===== src/hdl/cal_pkg.sv =====
// ----------------------------------------------------------------------------
// cal_pkg
// Shared types, constants and calendar helper functions for the
// calendar date counter.
// ----------------------------------------------------------------------------
package cal_pkg;

  localparam int unsigned DayW   = 5;
  localparam int unsigned MonthW = 4;
  localparam int unsigned YearW  = 14;

  localparam logic [YearW-1:0]  YearMinLoad  = 14'd1900;
  localparam logic [YearW-1:0]  YearMax      = 14'd9999;
  localparam logic [YearW-1:0]  DefaultYear  = 14'd2023;
  localparam logic [MonthW-1:0] DefaultMonth = 4'd1;
  localparam logic [DayW-1:0]   DefaultDay   = 5'd1;

  // reciprocal of 25 scaled by 2^20, exact floor for all 14-bit years
  localparam int unsigned    Recip25Shift = 20;
  localparam logic [15:0]    Recip25      = 16'd41944;

  // request kinds
  typedef enum logic [1:0] {
    KIND_LOAD = 2'd0,
    KIND_INC  = 2'd1,
    KIND_DEC  = 2'd2
  } kind_e;

  // leap year: divisible by 4, and either not by 25 or also by 16
  function automatic logic is_leap(input logic [YearW-1:0] y);
    logic [29:0] prod;
    logic [9:0]  q;
    logic [13:0] qx;
    logic [13:0] q25;
    logic        div25;
    prod  = 30'(y) * 30'(Recip25);
    q     = prod[29:Recip25Shift];
    qx    = {4'd0, q};
    q25   = (qx << 4) + (qx << 3) + qx;
    div25 = (y == q25);
    return (y[1:0] == 2'd0) && (!div25 || (y[3:0] == 4'd0));
  endfunction

  // number of days in a month, month assumed 1 to 12
  function automatic logic [DayW-1:0] month_length(input logic [MonthW-1:0] m,
                                                    input logic leap);
    logic [DayW-1:0] len;
    len = 5'd31;
    if (m == 4'd2) begin
      len = leap ? 5'd29 : 5'd28;
    end else if (m == 4'd4 || m == 4'd6 || m == 4'd9 || m == 4'd11) begin
      len = 5'd30;
    end
    return len;
  endfunction

endpackage


===== src/hdl/calendar_date_counter.sv =====
// Path: a request is held in the input register, then its result in the result
// register, whose contents stay on the outputs while the result channel stalls.
// Throughput: one request per cycle while the result channel does not stall;
// the date update for one request is a single pass of logic between the input
// register and the date registers.
// Reset: asynchronous, active low; the date returns to 1/1/2023, both
// stages empty.
// ----------------------------------------------------------------------------
// calendar_date_counter
// Gregorian day/month/year counter with checked load, one-day increment and
// decrement, and saturation at the year bounds.
// ----------------------------------------------------------------------------
module calendar_date_counter
  import cal_pkg::*;
(
  input  logic              clk_i,
  input  logic              rst_ni,
  // request channel
  input  logic              in_valid_i,
  output logic              in_stall_o,
  input  logic [1:0]        kind_i,
  input  logic [DayW-1:0]   load_day_i,
  input  logic [MonthW-1:0] load_month_i,
  input  logic [YearW-1:0]  load_year_i,
  // result channel
  output logic              out_valid_o,
  input  logic              out_stall_i,
  output logic [DayW-1:0]   day_o,
  output logic [MonthW-1:0] month_o,
  output logic [YearW-1:0]  year_o,
  output logic              load_ok_o
);

  logic              in_full_q;
  logic [1:0]        kind_q;
  logic [DayW-1:0]   ld_day_q;
  logic [MonthW-1:0] ld_month_q;
  logic [YearW-1:0]  ld_year_q;

  logic [DayW-1:0]   cur_day_q, cur_day_d;
  logic [MonthW-1:0] cur_month_q, cur_month_d;
  logic [YearW-1:0]  cur_year_q, cur_year_d;
  logic              load_ok_d;

  logic              out_valid_q;
  logic [DayW-1:0]   day_q;
  logic [MonthW-1:0] month_q;
  logic [YearW-1:0]  year_q;
  logic              load_ok_q;

  logic              advance;
  logic              in_take;
  logic              cur_leap;
  logic              ld_leap;
  logic              ld_valid;
  logic [MonthW-1:0] prev_month;

  // stage handshake
  assign advance    = in_full_q && (!out_valid_q || !out_stall_i);
  assign in_stall_o = in_full_q && !advance;
  assign in_take    = in_valid_i && !in_stall_o;

  // input register
  always_ff @(posedge clk_i or negedge rst_ni) begin
    if (!rst_ni) begin
      in_full_q <= 1'b0;
    end else if (in_take) begin
      in_full_q <= 1'b1;
    end else if (advance) begin
      in_full_q <= 1'b0;
    end
  end

  always_ff @(posedge clk_i) begin
    if (in_take) begin
      kind_q     <= kind_i;
      ld_day_q   <= load_day_i;
      ld_month_q <= load_month_i;
      ld_year_q  <= load_year_i;
    end
  end

  // load check
  assign ld_leap  = is_leap(ld_year_q);
  assign ld_valid = (ld_month_q >= 4'd1) && (ld_month_q <= 4'd12) &&
                    (ld_year_q >= YearMinLoad) && (ld_year_q <= YearMax) &&
                    (ld_day_q >= 5'd1) &&
                    (ld_day_q <= month_length(ld_month_q, ld_leap));

  assign cur_leap   = is_leap(cur_year_q);
  assign prev_month = cur_month_q - 4'd1;

  // next date
  always_comb begin
    cur_day_d   = cur_day_q;
    cur_month_d = cur_month_q;
    cur_year_d  = cur_year_q;
    load_ok_d   = 1'b0;
    unique case (kind_e'(kind_q))
      KIND_LOAD: begin
        if (ld_valid) begin
          cur_day_d   = ld_day_q;
          cur_month_d = ld_month_q;
          cur_year_d  = ld_year_q;
          load_ok_d   = 1'b1;
        end else begin
          cur_day_d   = DefaultDay;
          cur_month_d = DefaultMonth;
          cur_year_d  = DefaultYear;
        end
      end
      KIND_INC: begin
        if (cur_day_q < month_length(cur_month_q, cur_leap)) begin
          cur_day_d = cur_day_q + 5'd1;
        end else if (cur_month_q < 4'd12) begin
          cur_month_d = cur_month_q + 4'd1;
          cur_day_d   = 5'd1;
        end else if (cur_year_q < YearMax) begin
          cur_year_d  = cur_year_q + 14'd1;
          cur_month_d = 4'd1;
          cur_day_d   = 5'd1;
        end
      end
      KIND_DEC: begin
        if (cur_day_q > 5'd1) begin
          cur_day_d = cur_day_q - 5'd1;
        end else if (cur_month_q > 4'd1) begin
          cur_month_d = prev_month;
          cur_day_d   = month_length(prev_month, cur_leap);
        end else if (cur_year_q > 14'd0) begin
          cur_year_d  = cur_year_q - 14'd1;
          cur_month_d = 4'd12;
          cur_day_d   = 5'd31;
        end
      end
      default: begin
        // unused kind leaves the date as it is
      end
    endcase
  end

  // date state
  always_ff @(posedge clk_i or negedge rst_ni) begin
    if (!rst_ni) begin
      cur_day_q   <= DefaultDay;
      cur_month_q <= DefaultMonth;
      cur_year_q  <= DefaultYear;
    end else if (advance) begin
      cur_day_q   <= cur_day_d;
      cur_month_q <= cur_month_d;
      cur_year_q  <= cur_year_d;
    end
  end

  // result register
  always_ff @(posedge clk_i or negedge rst_ni) begin
    if (!rst_ni) begin
      out_valid_q <= 1'b0;
    end else if (advance) begin
      out_valid_q <= 1'b1;
    end else if (!out_stall_i) begin
      out_valid_q <= 1'b0;
    end
  end

  always_ff @(posedge clk_i) begin
    if (advance) begin
      day_q     <= cur_day_d;
      month_q   <= cur_month_d;
      year_q    <= cur_year_d;
      load_ok_q <= load_ok_d;
    end
  end

  assign out_valid_o = out_valid_q;
  assign day_o       = day_q;
  assign month_o     = month_q;
  assign year_o      = year_q;
  assign load_ok_o   = load_ok_q;

endmodule


===== config.mk =====
export PLATFORM = sky130hd
export DESIGN_NAME = calendar_date_counter
export DESIGN_NICKNAME = d
export VERILOG_FILES = /design/src/hdl/cal_pkg.sv /design/src/hdl/calendar_date_counter.sv
export SDC_FILE = /design/constraint.sdc
export NUM_CORES = 1
export LEC_CHECK = 0
export BUFFER_PORTS_ARGS = -buffer_cell sky130_fd_sc_hd__buf_2
export CORE_ASPECT_RATIO = 0.9
export CORE_MARGIN = 2
export CORE_UTILIZATION = 30
export DETAILED_ROUTE_END_ITERATION = 12
export HOLD_SLACK_MARGIN = 0.03
export PLACE_DENSITY = 0.45
export RECOVER_POWER = 50
export SLEW_MARGIN = 30
export SYNTH_ARGS = -nofsm -noshare
export SYNTH_HDL_FRONTEND = slang
export SYNTH_SLANG_ARGS = --single-unit
export TNS_END_PERCENT = 100

===== constraint.sdc =====
create_clock -name clk_i -period 9.8 [get_ports clk_i]
set_clock_uncertainty 0.15 [all_clocks]
set_input_delay 0.98 -clock clk_i [delete_from_list [all_inputs] [get_ports clk_i]]
set_output_delay 0.98 -clock clk_i [all_outputs]
set_load 0.005 [all_outputs]

======== Word-level counts from Yosys, hierarchy flattened ========
Index checks and enable logic that the tools add are counted.
word-level totals
  input port bits ......................... 29
  bits in registers ....................... 74
  output and inout bits ................... 26
operators by class
  multipliers ............................. 2
  $lt $le $gt $ge ......................... 12
  add/subtract/negate cells ............... 10
  reduce and logical (&&, ||, !) cells .... 34
  mux-type cells .......................... 38
  eq/ne operators ......................... 20
operators with widths
  cell                                                                              number
  14-bit 2-to-1 mux                                                                 7
  14-bit by 13-bit multiplier with 27-bit output, second input constant             2
  14-bit case mux with 3 select lines                                               1
  5-bit 2-to-1 mux                                                                  8
  14-bit by 10-bit adder with 14-bit output                                         2
  14-bit by 13-bit adder with 14-bit output                                         2
  14-bit equality test                                                              2
  4-bit 2-to-1 mux                                                                  7
  4-bit by 3-bit equality test with 1-bit output, second input constant             6
  4-bit equality test, second input constant                                        6
  5-bit case mux with 3 select lines                                                1
  14-bit by 1-bit adder with 14-bit output, second input constant                   1
  14-bit by 11-bit >= comparator with 1-bit output, second input constant           1
  14-bit by 1-bit greater-than comparator with 1-bit output, second input constant  1
  14-bit <= comparator, second input constant                                       1
  14-bit < comparator, second input constant                                        1
  14-bit by 1-bit subtractor with 14-bit output, second input constant              1
  4-bit by 2-bit equality test with 1-bit output, second input constant             3
  1-bit logical OR                                                                  12
  4-bit case mux with 3 select lines                                                1
  1-bit logical AND                                                                 10
  1-bit 2-to-1 mux                                                                  10
  4-bit logical NOT                                                                 2
  1-bit logical NOT                                                                 6
  other kinds (18)                                                                  22

======== Logic depth before layout (Yosys ltp) ========
Gate-level depths: netlist of the first run.
  depth after elaboration ................. 13
  gate-level depth with buffers ........... 42
  depth with buffers taken out ............ 41

======== Worst setup path after synthesis of the first run ========
OpenSTA, ideal clock, no wires.
  kind .................................... register to register
  from .................................... register ld_year_q[4]
  to ...................................... register cur_year_q[12]
  arrival time ............................ 9.563 ns
  slack ................................... -0.017 ns
  buffers on the path ..................... 0
  cell stages (with the launch flop) ...... 42
  setup time .............................. 0.104 ns
  period minus slack after synthesis ...... 9.817 ns
  path through ............................ edfxtp_1 > inv_1 > fa_1 > inv_1 > ha_1 > fa_1 > inv_1 > fa_1 > fa_1 > inv_1 > ha_1 > a21o_1 > a21o_1 > a221oi_1 > o21ai_0 > o41ai_1 > o21bai_1 > a21oi_1 > (+6 left out) > a21oi_1 > o21bai_1 > a21o_1 > a21o_1 > a21o_1 > a21oi_1 > xnor2_1 > a21oi_1 > ha_1 > nand2_1 > nand4_1 > o21ai_0 > a2111oi_1 > nand2_1 > o21ai_0 > nand2b_1 > a21oi_1 > a221oi_1
between the ends
  word-level cells in the longest chain between the ends .. 13
  elaborated cells on any way between the ends .. 18
ends and longest elaborated chain
  element                                         line                          text
  from (decl)                                     calendar_date_counter.sv:38   logic [YearW-1:0] ld_year_q;
  from (signal assigned)                          calendar_date_counter.sv:79   ld_year_q <= load_year_i;
  14-bit by 13-bit multiplier with 27-bit output  cal_pkg.sv:36                 prod = 30'(y) * 30'(Recip25);
  14-bit by 13-bit adder with 14-bit output       cal_pkg.sv:39                 q25 = (qx << 4) + (qx << 3) + qx;
  14-bit by 10-bit adder with 14-bit output       cal_pkg.sv:39
  14-bit equality test                            cal_pkg.sv:40                 div25 = (y == q25);
  1-bit logical NOT                               cal_pkg.sv:41                 return (y[1:0] == 2'd0) && (!div25 || (y[3:0] == 4'd0));
  1-bit logical OR                                cal_pkg.sv:41
  1-bit logical AND                               cal_pkg.sv:41
  1-bit 2-to-1 mux                                cal_pkg.sv:50                 len = leap ? 5'd29 : 5'd28;
  2-bit 2-to-1 mux                                cal_pkg.sv:49                 if (m == 4'd2) begin
  5-bit <= comparator                             calendar_date_counter.sv:88   (ld_day_q <= month_length(ld_month_q, ld_leap));
  1-bit logical AND *                             calendar_date_counter.sv:87   (ld_day_q >= 5'd1) &&
  14-bit 2-to-1 mux *                             calendar_date_counter.sv:101  if (ld_valid) begin
  14-bit case mux with 3 select lines *           calendar_date_counter.sv:99   unique case (kind_e'(kind_q))
  to (signal assigned)                            calendar_date_counter.sv:147  cur_year_q <= DefaultYear;
  to (signal assigned)                            calendar_date_counter.sv:151  cur_year_q <= cur_year_d;
  to (decl)                                       calendar_date_counter.sv:42   logic [YearW-1:0] cur_year_q, cur_year_d;
Mark *: on every way between the ends. The rest lies on a longest branch, timed or not.
A chain may end at the register's enable or synchronous reset.

======== Worst setup path in the final report of the first run ========
  from .................................... register ld_year_q[10]
  to ...................................... register month_q[3] (netlist: month_o[3]) (data pin)
between the ends
  word-level cells in the longest chain between the ends .. 13
  elaborated cells on any way between the ends .. 18
ends and longest elaborated chain
  element                                         line                          text
  14-bit by 13-bit multiplier with 27-bit output  cal_pkg.sv:36
  14-bit by 13-bit adder with 14-bit output       cal_pkg.sv:39
  14-bit by 10-bit adder with 14-bit output       cal_pkg.sv:39
  14-bit equality test                            cal_pkg.sv:40
  1-bit logical NOT                               cal_pkg.sv:41
  1-bit logical OR                                cal_pkg.sv:41
  1-bit logical AND                               cal_pkg.sv:41
  1-bit 2-to-1 mux                                cal_pkg.sv:50
  2-bit 2-to-1 mux                                cal_pkg.sv:49
  5-bit <= comparator                             calendar_date_counter.sv:88
  1-bit logical AND *                             calendar_date_counter.sv:87
  4-bit 2-to-1 mux *                              calendar_date_counter.sv:101
  4-bit case mux with 3 select lines *            calendar_date_counter.sv:99
  named net cur_month_d[3]                        calendar_date_counter.sv:41   logic [MonthW-1:0] cur_month_q, cur_month_d;
  to (signal assigned)                            calendar_date_counter.sv:169  month_q <= cur_month_d;
  to (decl)                                       calendar_date_counter.sv:47   logic [MonthW-1:0] month_q;
The timed path passes the listed nets; every way through them passes the cells marked *.

==> impl_metrics.json, run 1 <==
{
  "yosys.area_share.xor_xnor_pct": 5.58,
  "final_nets": 2050,
  "synth_nets": 1872,
  "vias": 10600,
  "hold_end": "out_valid_o",
  "die_w_microns": 227,
  "max_freq_mhz": 106,
  "fin_util_pct": 36.4,
  "drv_cap": 2,
  "hold_violations": 0,
  "synth_edf_count": 49,
  "synthToLayoutAreaGrowth_pct": 19.9,
  "arrival_ns": 9.46,
  "synth_simple_gate_area_share_pct": 9.58,
  "dieArea_sq_um": 46500,
  "drt_iter0_markers": 574,
  "crit_path_end_kind": "register",
  "crit_fanout": 5,
  "antenna_found_initial": 0,
  "synthMuxAreaShare_pct": 0.391,
  "cts_root_buf": "clkbuf_16",
  "io-pin-count": 55,
  "place_area_sq_um": 15300,
  "yosys.area.top_type": "ha_1",
  "rsz0062_at_grt": "true",
  "crit_buf_inv": 9,
  "wire_per_inst_microns": 17.9,
  "layout-drive-gt1-share_pct": 18.1,
  "synth_top_area_share_pct": 25.4,
  "firstDrtPassIters": 4,
  "fin_crit_sh_pct": 96.2,
  "clkLatencyLatePin_ns": 0.36,
  "crit_top_cell": "a21o_1",
  "cts_max_path_buffers": 2,
  "critPathMaxStageDelay_ns": 0.57,
  "hpwl_microns": 32300,
  "synth-compound-area-share_pct": 13.6,
  "cts_sinks": 74,
  "numPortBuffers": 54,
  "die_y_microns": 205,
  "status": "complete, but fails checks",
  "synth_top_family_by_area": "adder cells",
  "grt_pass1_vias": 11200,
  "initial_core_util_pct": 30.4,
  "synthTopCellsByArea": "ha_1, fa_1, edfxtp_1",
  "maxSlewViolCount": 52,
  "core_sq_um": 44200,
  "grt_max_degree": 40,
  "drc": 0,
  "synth_seq_area_share_pct": 15.7,
  "syn_area_sq_um": 13400,
  "ant_nets": 0,
  "syn_inst": 1431,
  "period_needed_ns": 9.42,
  "crit_family": "adder cells",
  "violations": "max-capacitance violations, max-slew violations",
  "htreeDepth": 3,
  "async_reset_ff_share_pct": 33.8,
  "cts_made_buffers": 9,
  "path_class": "reg -> reg",
  "hp-class": "reg -> reg",
  "fin_area_sq_um": 16100,
  "layout.cells.non_filler": 2214,
  "setup_viol": 0,
  "hold_buffers": 0,
  "clk_pin_slew_ns": 0.07,
  "globalplace.congestion": 0.826,
  "rr_worst_depth": 43,
  "startpoint_type": "register",
  "n_antenna_cell": 0,
  "tightest_slew_ns": 1.98,
  "ys_seq_elements": 74,
  "dp_cells": 2182,
  "synthFlopType": "edfxtp_1",
  "grt_usage_pct": 17.7,
  "placementRows": 73,
  "globalRoute.totalOverflow": 0,
  "maxSlewHeadroom_pct": -31.8,
  "yosysUniqueCellTypes": 81,
  "reg2reg_from": "ld_year_q[10]",
  "finalSetupTns_ns": 0,
  "r2r-end": "month_o[3]",
  "slowest_stage": "fa_1",
  "routed_wl_microns": 39700,
  "rrSetupSlack_ns": 0.38,
  "yosys_warnings": 0,
  "crit_required_ns": 9.84,
  "yosys.area_share.adder_pct": 46.2,
  "holdPathStages": 1,
  "cts_tree": "yes",
  "vias_per_cell": 4.79,
  "syn_avg_cell_area_sq_um": 9.38,
  "worstHoldStart": "in_full_q",
  "grt_first_pass_wirelength_microns": 63000
}
-- layer usage --
| metal | vias to the layer above | global-route usage (%) | routed length, microns |
|---|---|---|---|
| li1 | 5210 | - | - |
| met1 | 5180 | 26.8 | 20900 |
| met2 | 192 | 27.1 | 17000 |
| met3 | 29 | 2.27 | 1430 |
| met4 | 0 | 2.73 | 462 |
| met5 | - | 0 | 0 |
-- registers in the layout (all words and copies together) (netlist names) --
| name | flops |
|---|---|
| ld_day_q | 5 |
| year_o | 14 |
| day_o | 5 |
| ld_year_q | 14 |
| cur_month_q | 4 |
| in_full_q | 1 |
| out_valid_o | 1 |
| month_o | 4 |
| kind_q | 2 |
| load_ok_o | 1 |
| cur_year_q | 14 |
| cur_day_q | 5 |
| ld_month_q | 4 |
-- timing repair --
item	CTS	global route
cloned	0	1
endpoints found under the setup margin	38	47
resized for setup	3	74
buffers inserted	0	16
pin swaps	1	58
-- cell families after synthesis --
family,count (synthesis)
simple gates,261
mux,5
fa+ha+maj,412
xor+xnor,84
flops,74
compound gates,284
buf+inv,311
-- how the worst max path moves through the flow --
stage                              from              to  slack [ns]  cells after the start
after floorplan            ld_year_q[4]  cur_year_q[12]        0.20                     41
after global placement    ld_year_q[10]   cur_year_q[4]       -0.13                     41
after detailed placement  ld_year_q[10]   cur_year_q[3]       -0.16                     42
after CTS                 ld_year_q[10]   cur_year_q[7]       0.003                     45
after global routing      ld_year_q[10]      month_o[3]       -0.09                     43
final                     ld_year_q[10]      month_o[3]        0.38                     43
-- layout make-up --
cell class	count	area, sq um
well taps	600	751
repair buffers	202	1400
inverters	276	1040
clock inverters	7	82.6
fillers	4592	28100
multi-input cells	1046	10500
clock buffers	9	225
flip-flops and latches	74	2110
-- synthesized netlist by cell type (3+ instances only) --
master	number
o21ai_0	66
nand2_1	69
xnor2_1	60
o21bai_1	6
o22ai_1	9
o211ai_1	9
nand3_1	27
a21boi_0	3
mux2i_1	3
a221oi_1	6
nor3_1	23
ha_1	272
nand4_1	16
nor2_1	66
a2bb2oi_1	5
clkbuf_1	29
a211oi_1	8
fa_1	140
edfxtp_1	49
inv_1	274
o22a_1	5
nor2b_1	4
o21a_1	12
dfrtp_1	14
buf_2	3
a31oi_1	14
nand2b_1	8
or3_1	6
and2_1	5
nor4_1	7
dfstp_2	11
a21oi_1	80
a21o_1	20
xor2_1	23
and3_1	9
or2_2	8
-- through the flow --
step	worst slack [ns]	hold WS, ns
floorplan	0.205	0.306
global placement	-0.127	0.334
detailed placement	-0.163	0.352
CTS	0.00284	0.364
global route	-0.0874	0.389
finish	0.376	0.366
-- layout by cell type (no fill, tap or decap), types with 23 or more instances in the layout --
cell        n
inv_1     269
ha_1      258
fa_1      138
buf_4     137
a21oi_1    70
nand2_1    68
nor2_1     63
o21ai_0    59
xnor2_1    58
edfxtp_1   49
buf_2      43
nand3_1    27
xor2_1     23
Power of run 1 is left out: the tool's default activity adds up to more than one toggle a clock period on the data nets, which glitch-free logic cannot reach.
==> run 2: changes to the inputs <==
--- a/config.mk
+++ b/config.mk
@@ -11,7 +11,7 @@
 export CORE_UTILIZATION = 30
 export DETAILED_ROUTE_END_ITERATION = 12
 export HOLD_SLACK_MARGIN = 0.03
-export PLACE_DENSITY = 0.45
+export PLACE_DENSITY = 0.44
 export RECOVER_POWER = 50
 export SLEW_MARGIN = 30
 export SYNTH_ARGS = -nofsm -noshare
==> constraint.sdc (replaced) <==
create_clock -name clk_i -period 9.6 [get_ports clk_i]
set_clock_uncertainty 0.15 [all_clocks]
set_input_delay 0.96 -clock clk_i [delete_from_list [all_inputs] [get_ports clk_i]]
set_output_delay 0.96 -clock clk_i [all_outputs]
set_load 0.005 [all_outputs]
==> run 2 against run 1 <==
Against the previous run: the run still ends with max-capacitance violations, max-slew violations left; clock-buffer cell count is the same; wire length increased by 1.4%; final area is 2.6% higher; hold slack is essentially flat; die area unchanged; register-to-register slack worse by 0.14 ns; first-iteration DRC count decreased by 2.4%; sequential share of layout area fell by 0.31 points; non-clock buffer count grew 27; critical path type unchanged; highest routed layer unchanged.
==> impl_metrics.json, run 2 (synthesis gave the netlist of run 1 again) <==
{
  "hpwl_microns": 33100,
  "status": "complete, but fails checks",
  "path_class": "reg -> reg",
  "firstDrtPassIters": 5,
  "cts_sinks": 74,
  "drt_iter0_markers": 560,
  "n_antenna_cell": 0,
  "core_sq_um": 44200,
  "critPathMaxStageDelay_ns": 0.57,
  "maxSlewHeadroom_pct": -20.3,
  "post-place-ws_ns": -0.351,
  "io-pin-count": 55,
  "drv_cap": 2,
  "die_w_microns": 227,
  "vias_per_cell": 4.73,
  "violations": "max-capacitance violations, max-slew violations",
  "hp-class": "reg -> reg",
  "hold-worst-slack_ns": 0.365,
  "grt_usage_pct": 17.8,
  "initial_core_util_pct": 30.4,
  "hold_buffers": 0,
  "numPortBuffers": 54,
  "slowest_stage": "fa_1",
  "drc": 0,
  "globalRoute.totalOverflow": 0,
  "crit_top_cell": "inv_1",
  "cts_made_buffers": 9,
  "layout_common_cells": "inv_1, ha_1, buf_4",
  "crit_required_ns": 9.64,
  "arrival_ns": 9.41,
  "cts_tree": "yes",
  "rsz0062_at_grt": "true",
  "ant_nets": 0,
  "final_nets": 2077,
  "htreeDepth": 3,
  "grt_max_degree": 38,
  "layout_setup_ws_ns": 0.232,
  "die_y_microns": 205,
  "max_freq_mhz": 107,
  "wire_per_inst_microns": 18.0,
  "cts_root_buf": "clkbuf_16",
  "clk_pin_slew_ns": 0.07,
  "period_needed_ns": 9.37,
  "crit_path_end_kind": "register",
  "crit_fanout": 5,
  "maxSlewViolCount": 52,
  "grt_first_pass_wirelength_microns": 62700,
  "synthToLayoutAreaGrowth_pct": 23.1,
  "final_common_cell": "inv_1",
  "grt_pass1_vias": 10800,
  "hold_violations": 0,
  "dieArea_sq_um": 46500,
  "vias": 10600,
  "fin_crit_sh_pct": 97.6,
  "routed_wl_microns": 40300,
  "startpoint_type": "register",
  "antenna_found_initial": 0,
  "tightest_slew_ns": 1.80,
  "globalplace.congestion": 0.835,
  "clkLatencyLatePin_ns": 0.36,
  "layout-drive-gt1-share_pct": 21.0,
  "setup_viol": 0,
  "cts_max_path_buffers": 2,
  "placementRows": 73
}
-- run 2: through the flow --
step	TNS [ns]	utilization, %	instances	area, sq um
final	0	37.4	2241	16500
after global routing	-4.98	37.4	2241	16500
after CTS	0	35.6	2213	15700
after detailed placement	-6.03	34.8	2196	15400
after global placement	-4.86	34.8	2196	15400
after floorplan	0	-	1431	13400
-- run 2: worst paths after layout --
kind	depth (start not counted)	from	slack, ns	end
setup reg to reg	45	ld_year_q[11]	0.23	month_o[2]
min in group asynchronous	1	rst_ni	0.92	cur_year_q[11]
hold / removal	1	in_full_q	0.37	out_valid_o
max in group asynchronous	1	rst_ni	7.20	cur_year_q[12]
hold reg to reg	1	in_full_q	0.37	out_valid_o
setup / recovery	45	ld_year_q[11]	0.23	month_o[2]
-- run 2: layer usage --
layer	GRT usage [%]	up-vias	wire, microns	share of wire [%]
met3	2.11	16	1470	3.7
met5	0	-	0	0
met2	26.5	182	17000	42
met1	27.8	5148	21600	54
li1	-	5250	-	-
met4	2.59	0	282	0.70
-- run 2: area by class of cell --
| cell class | instances | area (sq um) |
|---|---|---|
| fill | 4539 | 27700 |
| multi-input combinational | 1046 | 10700 |
| clock buffer | 9 | 225 |
| timing repair buffer | 229 | 1630 |
| clock inverter | 7 | 81.3 |
| sequential | 74 | 2120 |
| tap | 600 | 751 |
| inverter | 276 | 1040 |
-- run 2: timing repair --
action,4_1_cts,5_1_grt
cloned,0,1
setup buffers,1,27
endpoints found under the setup margin,42,47
gates resized for setup,10,98
pin swaps,2,76
-- run 2: critical path: cells and delay by family, from the launching register on --
family,cells,cell delay [ns]
adder cells (fa/ha/maj),9,3.72
AO/OA/AOI/OAI,15,2.40
XOR/XNOR,2,0.32
flip-flops,1,0.41
buffers and inverters,11,1.06
AND/OR/NAND/NOR,8,1.11
Power of run 2 is left out for the same reason.
